### src/hw/rtl/htalu_pkg.sv
// ----------------------------------------------------------------------------
// htalu_pkg: shared types, constants and helpers
// Fixed-point format, operation codes and saturation functions used by the
// tuple ALU lanes, the square-root pipeline and the divider pipeline.
// ----------------------------------------------------------------------------
package htalu_pkg;

  localparam int FRAC_BITS = 16;
  localparam int WORD_W    = 32;
  localparam int PROD_W    = 2 * WORD_W;
  localparam int ROOT_W    = WORD_W + 1;
  localparam int SQ_STEPS  = PROD_W / 2;
  localparam int SQ_LAT    = SQ_STEPS + 1;
  localparam int NUM_W     = WORD_W + FRAC_BITS + 1;
  localparam int DIV_LAT   = NUM_W;
  localparam int LANES     = 4;
  localparam int LEN_W     = 31;

  typedef enum logic [2:0] {
    KIND_ADD   = 3'd0,
    KIND_SUB   = 3'd1,
    KIND_NEG   = 3'd2,
    KIND_SCALE = 3'd3,
    KIND_MAG   = 3'd4,
    KIND_NORM  = 3'd5
  } kind_e;

  // Saturate a 33-bit signed value to 32 bits.
  function automatic logic [WORD_W-1:0] sat33(input logic [WORD_W:0] v);
    logic [WORD_W-1:0] r;
    if (v[WORD_W] != v[WORD_W-1]) begin
      r = v[WORD_W] ? {1'b1, {(WORD_W-1){1'b0}}} : {1'b0, {(WORD_W-1){1'b1}}};
    end else begin
      r = v[WORD_W-1:0];
    end
    return r;
  endfunction

  // Signed 32-bit result from a magnitude and a sign, saturated.
  function automatic logic [WORD_W-1:0] sat_mag(input logic [PROD_W-1:0] mag,
                                                input logic neg);
    logic [WORD_W-1:0] r;
    if (neg) begin
      if (mag >= {{(PROD_W-WORD_W){1'b0}}, 1'b1, {(WORD_W-1){1'b0}}}) begin
        r = {1'b1, {(WORD_W-1){1'b0}}};
      end else begin
        r = WORD_W'(-mag);
      end
    end else begin
      if (mag > {{(PROD_W-WORD_W+1){1'b0}}, {(WORD_W-1){1'b1}}}) begin
        r = {1'b0, {(WORD_W-1){1'b1}}};
      end else begin
        r = mag[WORD_W-1:0];
      end
    end
    return r;
  endfunction

endpackage

### src/hw/rtl/htalu_lane.sv
// ----------------------------------------------------------------------------
// htalu_lane: one component lane
// Add, subtract, negate and scale for one component, plus the square of the
// component for the magnitude merge. Two register stages.
// ----------------------------------------------------------------------------
module htalu_lane import htalu_pkg::*; (
  input  logic              clk_i,
  input  logic              en_i,
  input  kind_e             kind_i,
  input  logic [WORD_W-1:0] a_i,
  input  logic [WORD_W-1:0] b_i,
  input  logic [WORD_W-1:0] sc_i,
  output logic [PROD_W-1:0] prod_o,
  output logic [WORD_W-1:0] res_o,
  output logic [WORD_W-1:0] aabs_o,
  output logic              neg_o
);

  logic [WORD_W-1:0] aabs, scabs, mulb, simple_d;
  logic [PROD_W-1:0] prod_d, rnd;

  logic [PROD_W-1:0] prod_q;
  logic [WORD_W-1:0] simple_q, aabs1_q, res_q, aabs2_q;
  kind_e             kind_q;
  logic              aneg_q, sneg_q, neg2_q;

  always_comb begin
    aabs  = a_i[WORD_W-1]  ? WORD_W'(-a_i)  : a_i;
    scabs = sc_i[WORD_W-1] ? WORD_W'(-sc_i) : sc_i;
    mulb  = (kind_i == KIND_SCALE) ? scabs : aabs;
    prod_d = PROD_W'(aabs) * PROD_W'(mulb);
    case (kind_i)
      KIND_ADD: simple_d = sat33({a_i[WORD_W-1], a_i} + {b_i[WORD_W-1], b_i});
      KIND_SUB: simple_d = sat33({a_i[WORD_W-1], a_i} - {b_i[WORD_W-1], b_i});
      KIND_NEG: simple_d = sat33((WORD_W+1)'(-{a_i[WORD_W-1], a_i}));
      default:  simple_d = '0;
    endcase
  end

  always_ff @(posedge clk_i) begin
    if (en_i) begin
      prod_q   <= prod_d;
      simple_q <= simple_d;
      aabs1_q  <= aabs;
      kind_q   <= kind_i;
      aneg_q   <= a_i[WORD_W-1];
      sneg_q   <= a_i[WORD_W-1] ^ sc_i[WORD_W-1];
    end
  end

  // Round to nearest, ties away from zero, on the magnitude.
  assign rnd = (prod_q + (PROD_W'(1) << (FRAC_BITS - 1))) >> FRAC_BITS;

  always_ff @(posedge clk_i) begin
    if (en_i) begin
      res_q   <= (kind_q == KIND_SCALE) ? sat_mag(rnd, sneg_q) : simple_q;
      aabs2_q <= aabs1_q;
      neg2_q  <= aneg_q;
    end
  end

  assign prod_o = prod_q;
  assign res_o  = res_q;
  assign aabs_o = aabs2_q;
  assign neg_o  = neg2_q;

endmodule

### config.mk
export PLATFORM = sky130hd
export DESIGN_NAME = htalu_lane
export DESIGN_NICKNAME = d
export VERILOG_FILES = /design/src/hw/rtl/htalu_pkg.sv /design/src/hw/rtl/htalu_lane.sv
export SDC_FILE = /design/constraint.sdc
export NUM_CORES = 2
export LEC_CHECK = 0
export ABC_AREA = 1
export BUFFER_PORTS_ARGS = -buffer_cell sky130_fd_sc_hd__buf_2
export CAP_MARGIN = 20
export CORE_ASPECT_RATIO = 0.9
export CORE_UTILIZATION = 40
export CTS_BUF_LIST = sky130_fd_sc_hd__clkbuf_16
export CTS_CLUSTER_DIAMETER = 80
export CTS_CLUSTER_SIZE = 25
export DETAILED_ROUTE_END_ITERATION = 6
export PLACE_DENSITY = 0.55
export SLEW_MARGIN = 20
export SYNTH_ARGS = -nofsm -noshare
export SYNTH_HDL_FRONTEND = slang
export SYNTH_SLANG_ARGS = --single-unit
### constraint.sdc
create_clock -name clk_i -period 12 [get_ports clk_i]
set_clock_uncertainty 0.05 [all_clocks]
set_input_delay 2.4 -clock clk_i [delete_from_list [all_inputs] [get_ports clk_i]]
set_output_delay 2.4 -clock clk_i [all_outputs]
set_load 0.02 [all_outputs]
==> flow_summary.yaml <==
run_status:
  status: "complete, no violations"
synthesis:
  synth_edf_count: 198
  ys.warnings.count: 0
  synth_fp_nets: 7761
  synthFlopType: "edfxtp_1"
  syn_area_sq_um: 50100
  yosysSeqAreaShare_pct: 11.9
  synth_cell_types: 57
  synthTopCellsByArea: "fa_1 (36%), edfxtp_1 (12%), inv_1 (9.8%)"
  synth_top_cell_by_area: "fa_1"
  syn_avg_cell_area_sq_um: 7.79
  ys_seq_elements: 198
  synthArstFlopShare_pct: 0
  syn_inst: 6427
  synth_top_area_share_pct: 35.9
setup_path:
  crit_path_end_kind: "register"
  crit_path_max_fanout: 10
  arrival_ns: 11.74
  cp-start-kind: "input pin"
  crit_top_cell: "fa_1"
  cp_data_required_time_ns: 12.23
  max_stage_delay_ns: 0.81
  crit_start: "a_i[1]"
  timing.rr.start: "prod_o[16]"
  path_class: "input pin to register"
  critPathSlowestCell: "fa_1"
clock_network:
  htree_levels: 4
  clock_path_buffers: 2
  cts_resized: 0
  clk_pin_slew_ns: 0.13
  postCtsSetupBuffers: 0
  cts_num_sinks: 198
  cts_root_buf: "clkbuf_16"
  cts_hold_buf: 0
  cts_made_buffers: 17
  clk_latency_ns: 0.57
  cts_tree: "done"
timing:
  fin_crit_ns: 11.51
  clock.fmax_ghz: 0.0869
  rsz0062_at_grt: "no"
  tightest_slew_ns: 1.18
  slew_violations: 0
  period_share_pct: 95.9
  fin_setup_tns_ns: 0
  max_slew_margin_pct: 20.3
  final_hold_viol_count: 0
  setup_viol: 0
detailed_routing:
  drc: 0
  first_iter_violations: 4843
  detailedRoute.firstPassIterationCount: 7
  wire_per_inst_microns: 25.3
  num_vias: 45000
  wirelength_microns: 210000
  ant_nets: 0
  vias_per_cell: 5.43
finish:
  fill_cells: 12800
  finalNonFillerCells: 8281
  final_cell_mix: "inv_1 (1314), nand2_1 (1309), fa_1 (898)"
  final_common_cell: "inv_1"
  multi_input_area_sq_um: 38100
  num-nets-final: 7986
  layout-drive-gt1-share_pct: 9.74
  area_delta_synth_final_pct: 9.10
  seq_area_sq_um: 5950
global_routing:
  grt_antenna_before_repair: 19
  grt_pass1_wl_microns: 304000
  grt_max_degree: 84
  grt_overflow: 0
  grt_use_total_pct: 33.3
  grt_pass1_vias: 44400
floorplan:
  start_util_pct: 40.5
  core_area_sq_um: 123000
  die_h_microns: 338
  ioPinCount: 230
  fp.dieArea_sq_um: 127000
  die_w_microns: 375
  rows: 122
worst_hold_path:
  hold_path.class: "register to register"
  hp-start: "aabs1_q[24]"
placed_design:
  place_congestion: 0.997
  place_hpwl_microns: 175000
  io_buffers: 229
  dpl.cell_count: 8245
run:
  drv_cap: 0
[per-stage QoR]
step	setup WS, ns	utilization, %	cell area (sq um)	hold slack [ns]
floorplan	1.06	-	50100	0.350
global placement	0.132	43.7	54000	0.352
detailed placement	0.118	43.7	54000	0.355
CTS	0.676	44.2	54600	0.372
global route	0.170	44.2	54600	0.383
finish	0.489	44.2	54600	0.365
[metal layers]
layer / vias to the layer above / GRT usage (%) / part of all wire (%)
met2: 2213 / 48.8 / 42
met4: 16 / 10.7 / 3.6
met1: 22500 / 47.7 / 44
li1: 19900 / - / -
met3: 335 / 8.71 / 11
met5: - / 0 / 0.048
[cell type report]
type	instances	share of cell area [%]
Multi-Input combinational cell	4646	69.8
Clock inverter	15	0.373
Inverter	1352	9.32
Timing Repair Buffer	437	5.18
Clock buffer	17	0.779
Antenna cell	4	0.0183
Tap cell	1612	3.69
Sequential cell	198	10.9
[cell families after synthesis]
family / count (synthesis) / share of synthesized area, %
compound gates: 505 / 5.69
xor+xnor: 152 / 2.66
fa+ha+maj: 1233 / 44.3
buf+inv: 1583 / 12.3
flops: 198 / 11.9
simple gates: 2756 / 23.2
[worst paths after layout]
path | slack, ns | cells after the start | endpoint
setup / recovery | 0.49 | 35 | prod_o[58]
hold / removal | 0.37 | 0 | aabs_o[24]
setup reg to reg | 8.33 | 15 | res_o[12]
hold reg to reg | 0.37 | 0 | aabs_o[24]
[synthesized netlist by cell type, types with 9 or more instances]
| library cell | number |
|---|---|
| buf_2 | 62 |
| o21ai_0 | 166 |
| fa_1 | 898 |
| xor2_1 | 124 |
| nand2_2 | 24 |
| nor2_2 | 26 |
| o21ai_2 | 11 |
| clkinv_1 | 12 |
| o211ai_1 | 22 |
| buf_6 | 10 |
| nand2_1 | 1309 |
| a21o_1 | 12 |
| inv_2 | 22 |
| ha_1 | 335 |
| or2_2 | 25 |
| inv_1 | 1312 |
| nand3b_1 | 24 |
| o21bai_1 | 19 |
| clkbuf_1 | 142 |
| nand4_1 | 47 |
| nor2_4 | 16 |
| nand3_1 | 351 |
| buf_1 | 9 |
| nor4_1 | 17 |
| a21oi_1 | 199 |
| nand2_4 | 9 |
| nor2_1 | 839 |
| o21ai_1 | 23 |
| edfxtp_1 | 198 |
| xnor2_1 | 28 |
| nor3_1 | 39 |
| a31oi_1 | 22 |
[critical path: cells and delay by family]
kind | cells | cell delay, ns
buffers and inverters | 8 | 1.37
adder cells (fa/ha/maj) | 10 | 4.47
XOR/XNOR | 1 | 0.25
AND/OR/NAND/NOR | 12 | 2.24
AO/OA/AOI/OAI | 4 | 0.97
[state kept, by name, indices dropped and copies added, names as in the netlist]
name and count:
kind_q 3, aneg_q 1, sneg_q 1, neg_o 1, res_o 32, aabs_o 32
aabs1_q 32, prod_o 64, simple_q 32
Power is not shown: default switching activity piles up to over one toggle a cycle in this logic, so the estimate is an artifact.
