--- config.mk ---
export PLATFORM = sky130hd
export DESIGN_NAME = htalu_sqrt
export DESIGN_NICKNAME = d
export VERILOG_FILES = /design/src/hw/rtl/htalu_pkg.sv /design/src/hw/rtl/htalu_sqrt.sv
export SDC_FILE = /design/constraint.sdc
export NUM_CORES = 2
export LEC_CHECK = 0
export CORE_MARGIN = 4
export CORE_UTILIZATION = 25
export DETAILED_ROUTE_END_ITERATION = 10
export DONT_BUFFER_PORTS = 1
export PLACE_DENSITY_LB_ADDON = 0.2
export SLEW_MARGIN = 20
export SYNTH_ARGS = -nofsm -noshare
export SYNTH_HDL_FRONTEND = slang
export SYNTH_MEMORY_MAX_BITS = 65536
export SYNTH_SLANG_ARGS = --single-unit
--- constraint.sdc ---
create_clock -name clk_i -period 10.6 [get_ports clk_i]
set_input_delay 0.53 -clock clk_i [delete_from_list [all_inputs] [get_ports clk_i]]
set_output_delay 0.53 -clock clk_i [all_outputs]
set_load 0.01 [all_outputs]
--- src/hw/rtl/htalu_pkg.sv ---
// ----------------------------------------------------------------------------
// htalu_pkg: shared types, constants and helpers
// Fixed-point format, operation codes and saturation functions used by the
// tuple ALU lanes, the square-root pipeline and the divider pipeline.
// ----------------------------------------------------------------------------
package htalu_pkg;

  localparam int FRAC_BITS = 16;
  localparam int WORD_W    = 32;
  localparam int PROD_W    = 2 * WORD_W;
  localparam int ROOT_W    = WORD_W + 1;
  localparam int SQ_STEPS  = PROD_W / 2;
  localparam int SQ_LAT    = SQ_STEPS + 1;
  localparam int NUM_W     = WORD_W + FRAC_BITS + 1;
  localparam int DIV_LAT   = NUM_W;
  localparam int LANES     = 4;
  localparam int LEN_W     = 31;

  typedef enum logic [2:0] {
    KIND_ADD   = 3'd0,
    KIND_SUB   = 3'd1,
    KIND_NEG   = 3'd2,
    KIND_SCALE = 3'd3,
    KIND_MAG   = 3'd4,
    KIND_NORM  = 3'd5
  } kind_e;

  // Saturate a 33-bit signed value to 32 bits.
  function automatic logic [WORD_W-1:0] sat33(input logic [WORD_W:0] v);
    logic [WORD_W-1:0] r;
    if (v[WORD_W] != v[WORD_W-1]) begin
      r = v[WORD_W] ? {1'b1, {(WORD_W-1){1'b0}}} : {1'b0, {(WORD_W-1){1'b1}}};
    end else begin
      r = v[WORD_W-1:0];
    end
    return r;
  endfunction

  // Signed 32-bit result from a magnitude and a sign, saturated.
  function automatic logic [WORD_W-1:0] sat_mag(input logic [PROD_W-1:0] mag,
                                                input logic neg);
    logic [WORD_W-1:0] r;
    if (neg) begin
      if (mag >= {{(PROD_W-WORD_W){1'b0}}, 1'b1, {(WORD_W-1){1'b0}}}) begin
        r = {1'b1, {(WORD_W-1){1'b0}}};
      end else begin
        r = WORD_W'(-mag);
      end
    end else begin
      if (mag > {{(PROD_W-WORD_W+1){1'b0}}, {(WORD_W-1){1'b1}}}) begin
        r = {1'b0, {(WORD_W-1){1'b1}}};
      end else begin
        r = mag[WORD_W-1:0];
      end
    end
    return r;
  endfunction

endpackage

--- src/hw/rtl/htalu_sqrt.sv ---
// ----------------------------------------------------------------------------
// htalu_sqrt: pipelined integer square root
// One result bit per stage, then a rounding stage (round to nearest).
// ----------------------------------------------------------------------------
module htalu_sqrt import htalu_pkg::*; (
  input  logic              clk_i,
  input  logic              en_i,
  input  logic [PROD_W-1:0] rad_i,
  output logic [ROOT_W-1:0] root_o
);

  localparam int REM_W = WORD_W + 3;

  logic [PROD_W-1:0]   rad_q  [SQ_STEPS];
  logic [REM_W-1:0]    rem_q  [SQ_STEPS];
  logic [WORD_W-1:0]   root_q [SQ_STEPS];
  logic [PROD_W-1:0]   rad_d  [SQ_STEPS];
  logic [REM_W-1:0]    rem_d  [SQ_STEPS];
  logic [WORD_W-1:0]   root_d [SQ_STEPS];
  logic [ROOT_W-1:0]   out_q;

  always_comb begin
    logic [PROD_W-1:0] rin;
    logic [REM_W-1:0]  qin, t, trial;
    logic [WORD_W-1:0] oin;
    for (int k = 0; k < SQ_STEPS; k++) begin
      rin = (k == 0) ? rad_i : rad_q[k-1];
      qin = (k == 0) ? '0 : rem_q[k-1];
      oin = (k == 0) ? '0 : root_q[k-1];
      t     = {qin[REM_W-3:0], rin[PROD_W-1:PROD_W-2]};
      trial = {1'b0, oin, 2'b01};
      rad_d[k] = rin << 2;
      if (t >= trial) begin
        rem_d[k]  = t - trial;
        root_d[k] = {oin[WORD_W-2:0], 1'b1};
      end else begin
        rem_d[k]  = t;
        root_d[k] = {oin[WORD_W-2:0], 1'b0};
      end
    end
  end

  always_ff @(posedge clk_i) begin
    if (en_i) begin
      for (int k = 0; k < SQ_STEPS; k++) begin
        rad_q[k]  <= rad_d[k];
        rem_q[k]  <= rem_d[k];
        root_q[k] <= root_d[k];
      end
      out_q <= ROOT_W'(root_q[SQ_STEPS-1])
             + ROOT_W'(rem_q[SQ_STEPS-1] > REM_W'(root_q[SQ_STEPS-1]));
    end
  end

  assign root_o = out_q;

endmodule

==> flow_metrics.py <==
metrics = {
    "floorplan": {
        "placement_rows": 255,
        "core_area_um2": 482100,
        "design.portCount": 99,
        "die_w_um": 703.6,
        "die_h_um": 703.6,
        "die_area_um2": 495100,
        "floorplan.initialDensity": 0.2509,
    },
    "global_route": {
        "met1_usage": 0.1363,
        "antenna_violations_before_repair": 3,
        "vias_in_the_first_global_route": 74237,
        "grtUsageMet2": 0.1826,
        "grt_use_met3": 0.01635,
        "grt.total_usage": 0.1063,
        "grt-ovfl-total": 0,
        "grt_pass1_wl_um": 425800,
        "gr-max-usage-layer": "met2",
        "largest_net_degree_at_the_start_of_global_routing": 232,
    },
    "worst_setup_path": {
        "setup.worst_path.class": "reg -> reg",
        "worst_setup_path_startpoint": "root_q[1][490]$_DFFE_PP_",
        "r2r-end": "root_o[29]$_DFFE_PP_",
        "critPathCaptureType": "flip-flop",
        "worstReg2RegStart": "root_q[1][490]$_DFFE_PP_",
        "worst-path-max-fanout": 4,
        "startpoint_type": "flip-flop",
        "cp.required_ns": 11.26,
        "worstSetupEndpoint": "root_o[29]$_DFFE_PP_",
        "worst_r2r_path_depth": 19,
        "worst-endpoint-arrival_ns": 5.17,
        "r2r_setup_slack_ns": 6.09,
    },
    "power_and_ir_drop": {
        "switchingPower_mw": 9.159,
        "netSwitchingFraction": 0.2945,
        "power.combinational.fraction": 0.213,
        "ir_drop_mv": 0.1242,
        "p_leak_nw": 51.59,
        "power.density_cell_area_nw_per_um2": 222.0,
        "internal_power_mw": 21.94,
        "seqPwrFrac": 0.446,
        "power_frac_clock": 0.341,
    },
    "route": {
        "drt_wl_total_um": 271800,
        "post_drt_via_cell_ratio": 4.468,
        "detail_route.first_pass.iterations": 7,
        "post-route-drc-count": 0,
        "routed_wire_length_per_instance_um": 16.54,
        "drt_iter0_drc": 4482,
        "via_count": 73436,
        "final_antenna_net_count": 0,
    },
    "clocking": {
        "clkSinkCount": 2562,
        "root_buffer": "sky130_fd_sc_hd__clkbuf_16",
        "cts_max_level": 5,
        "cts-resized-gates": 0,
        "number_of_buffers_added_by_the_clock_tree_synthesis_step": 319,
        "tritoncts": "yes",
        "cts.path.max_buffers": 4,
        "clkLatencyLatePin_ns": 0.93,
        "cts.clk_slew.worst_paths_ns": 0.05,
    },
    "placed_design": {
        "hpwl_reported_at_the_end_of_detailed_placement_um": 191700,
        "dp.cells": 15788,
        "io_buffers": 0,
        "gp_congestion": 0.8409,
    },
    "run": {
        "maxCapViolCount": 0,
    },
    "timing": {
        "timing.setup.tns_ns": 0,
        "finalClockSkew_ns": 0.09511,
        "finalSetupViolations": 0,
        "period_needed_ns": 4.508,
        "finalCritPeriodShare": 0.4253,
        "fin_worst_hold_slack_ns": 0.1192,
        "maxClockFrequency_mhz": 221.8,
        "timing.max_slew.rel_slack": 0.1106,
        "finalMaxSlewViolations": 0,
        "grt_setup_unrepaired": "false",
        "worst_pin_slew_ns": 1.334,
        "hold_violations": 0,
    },
    "finish": {
        "drive_gt1_frac": 0.06597,
        "syn_to_final_growth_pct": 15.78,
        "finish.net_count": 10419,
        "final_cell_count_no_fill": 16435,
    },
    "yosys": {
        "synth-edff-count": 2562,
        "ys_async_sr_fraction": 0,
        "postSynthCellCount": 9504,
        "synth_fp_nets": 10168,
        "synth.yosys.seq_area_share": 0.6359,
        "syn_area_um2": 121000,
        "avgSynthCellArea_um2": 12.73,
        "synth_flop_cell": "sky130_fd_sc_hd__edfxtp_1",
        "synthesis.yosys.warnings": 0,
        "synth-seq-cells": 2562,
        "synth.distinct_cells": 91,
    },
    "status": {
        "status": "finished clean",
    },
    "hold_path": {
        "timing.hold.worst.class": "in -> reg",
    },
}
[through the flow]
stage	instance area, µm²	power, mW	worst slack, ns	utilization
final	140100	31.10	6.092	0.2905
after floorplan	121000	18.49	7.140	-
after global placement	128900	20.62	6.150	0.2674
after detailed placement	129100	20.66	6.108	0.2677
after CTS	139900	31.68	6.054	0.2903
after global routing	140100	32.99	5.710	0.2905
[cell usage after synthesis (118+ instances only)]
cell type / n / share of area
sky130_fd_sc_hd__o21ai_0: 539 / 0.022
sky130_fd_sc_hd__nand2_1: 656 / 0.020
sky130_fd_sc_hd__a21o_1: 212 / 0.013
sky130_fd_sc_hd__edfxtp_1: 2562 / 0.64
sky130_fd_sc_hd__a21oi_1: 606 / 0.025
sky130_fd_sc_hd__ha_1: 598 / 0.062
sky130_fd_sc_hd__xnor2_1: 468 / 0.034
sky130_fd_sc_hd__xor2_1: 425 / 0.031
sky130_fd_sc_hd__nand3_1: 166 / 0.0069
sky130_fd_sc_hd__clkbuf_1: 171 / 0.0053
sky130_fd_sc_hd__nor3_1: 216 / 0.0089
sky130_fd_sc_hd__nor4_1: 131 / 0.0068
sky130_fd_sc_hd__nor2_1: 604 / 0.019
sky130_fd_sc_hd__inv_1: 738 / 0.023
sky130_fd_sc_hd__nand2b_1: 118 / 0.0061
[power by group through the flow]
stage                     clock, mW  combinational [mW]  sequential, mW
final                          10.6                6.62            13.9
after floorplan                   0                4.88            13.6
after detailed placement          0                6.56            14.1
after global routing           11.6                7.41            14.0
after global placement            0                6.51            14.1
after CTS                      11.1                6.63            13.9
[placed cells by master, fill, tap and decap left out, types with 25 or more instances in the layout]
cell                            instances
sky130_fd_sc_hd__a211oi_1              52
sky130_fd_sc_hd__a21o_1               212
sky130_fd_sc_hd__a21oi_1              604
sky130_fd_sc_hd__a31oi_1               68
sky130_fd_sc_hd__and2_1                41
sky130_fd_sc_hd__and3_1                70
sky130_fd_sc_hd__buf_4                 26
sky130_fd_sc_hd__bufinv_16             25
sky130_fd_sc_hd__clkbuf_1              69
sky130_fd_sc_hd__clkbuf_16            325
sky130_fd_sc_hd__clkinv_1              66
sky130_fd_sc_hd__clkinv_2              47
sky130_fd_sc_hd__dlygate4sd3_1         66
sky130_fd_sc_hd__edfxtp_1            2562
sky130_fd_sc_hd__ha_1                 598
sky130_fd_sc_hd__inv_1                738
sky130_fd_sc_hd__mux2_2                82
sky130_fd_sc_hd__nand2_1              656
sky130_fd_sc_hd__nand2b_1             118
sky130_fd_sc_hd__nand3_1              166
sky130_fd_sc_hd__nand3b_1              30
sky130_fd_sc_hd__nand4_1               92
sky130_fd_sc_hd__nor2_1               604
sky130_fd_sc_hd__nor2b_1               77
sky130_fd_sc_hd__nor3_1               215
sky130_fd_sc_hd__nor4_1               129
sky130_fd_sc_hd__o211ai_1              40
sky130_fd_sc_hd__o21a_1                92
sky130_fd_sc_hd__o21ai_0              539
sky130_fd_sc_hd__o21bai_1              54
sky130_fd_sc_hd__o31ai_1               54
sky130_fd_sc_hd__or2_2                 45
sky130_fd_sc_hd__or3_1                 94
sky130_fd_sc_hd__or4_1                 62
sky130_fd_sc_hd__xnor2_1              468
sky130_fd_sc_hd__xor2_1               425
[cell type report]
| type | count | area (µm²) |
|---|---|---|
| timing repair buffer | 114 | 1448 |
| clock inverter | 177 | 1793 |
| clock buffer | 394 | 8392 |
| fill | 48554 | 342000 |
| sequential | 2562 | 76930 |
| inverter | 741 | 2781 |
| multi-input combinational | 6017 | 40670 |
| antenna | 5 | 12.51 |
| tap | 6425 | 8039 |
[logic make-up (layout without fill, tap and decap cells)]
family / count (synthesis) / after routing / synth area share
AND/OR/NAND/NOR: 2495 / 2495 / 0.1021
AO/OA/AOI/OAI: 1943 / 1943 / 0.09855
other: 1 / 6 / 0.00003100
multiplexers: 87 / 87 / 0.008047
flip-flops: 2562 / 2562 / 0.6359
XOR/XNOR: 893 / 893 / 0.06465
adder cells (fa/ha/maj): 598 / 598 / 0.06185
buffers and inverters: 925 / 1426 / 0.02885
[metal layers]
metal / vias up / part of all wire
met3: 523 / 0.039
met4: 0 / 0.034
li1: 35769 / -
met1: 35715 / 0.45
met2: 1429 / 0.48
met5: - / 0
[worst max-delay path: stages, from the launching register on]
cell and delay, ns:
sky130_fd_sc_hd__edfxtp_1 0.38, sky130_fd_sc_hd__inv_1 0.08, sky130_fd_sc_hd__ha_1 0.30, sky130_fd_sc_hd__nand4_1 0.14
sky130_fd_sc_hd__nor2_1 0.17, sky130_fd_sc_hd__o21ai_0 0.12, sky130_fd_sc_hd__nand2_1 0.08, sky130_fd_sc_hd__o31ai_1 0.08
sky130_fd_sc_hd__o211ai_1 0.10, sky130_fd_sc_hd__a21oi_1 0.11, sky130_fd_sc_hd__o21a_1 0.20, sky130_fd_sc_hd__o21ai_0 0.28
sky130_fd_sc_hd__ha_1 0.23, sky130_fd_sc_hd__nand2_1 0.09, sky130_fd_sc_hd__nor4_1 0.51, sky130_fd_sc_hd__nor2b_1 0.43
sky130_fd_sc_hd__and2_1 0.33, sky130_fd_sc_hd__nor2b_1 0.32, sky130_fd_sc_hd__nand4_1 0.16, sky130_fd_sc_hd__xnor2_1 0.14
[flip-flops by register name, summed over array words and instances (netlist names)]
| name | count |
|---|---|
| root_o | 33 |
| rad_q | 992 |
| root_q | 528 |
| rem_q | 1009 |
[worst min-delay path by stage]
stage,startpoint,end,slack [ns],depth (start not counted)
2_1_floorplan,rad_q[0][36]$_DFFE_PP_,rad_q[0][100]$_DFFE_PP_,0.40,0
3_3_place_gp,rad_q[0][369]$_DFFE_PP_,rad_q[0][433]$_DFFE_PP_,0.40,0
3_5_place_dp,rad_q[0][49]$_DFFE_PP_,rad_q[0][113]$_DFFE_PP_,0.40,0
4_1_cts,rad_i[61],rad_q[0][61]$_DFFE_PP_,0.06,1
5_1_grt,en_i,rad_q[1][58]$_DFFE_PP_,0.1,1
6_report,en_i,rad_q[1][58]$_DFFE_PP_,0.12,1
[what timing repair did]
| item | 4_1_cts | 5_1_grt |
|---|---|---|
| hold buffers | 67 | 0 |
| buffers inserted | 0 | 0 |
| endpoints found under the hold margin | 143 | 0 |
Power figures use the tool's default switching activity.
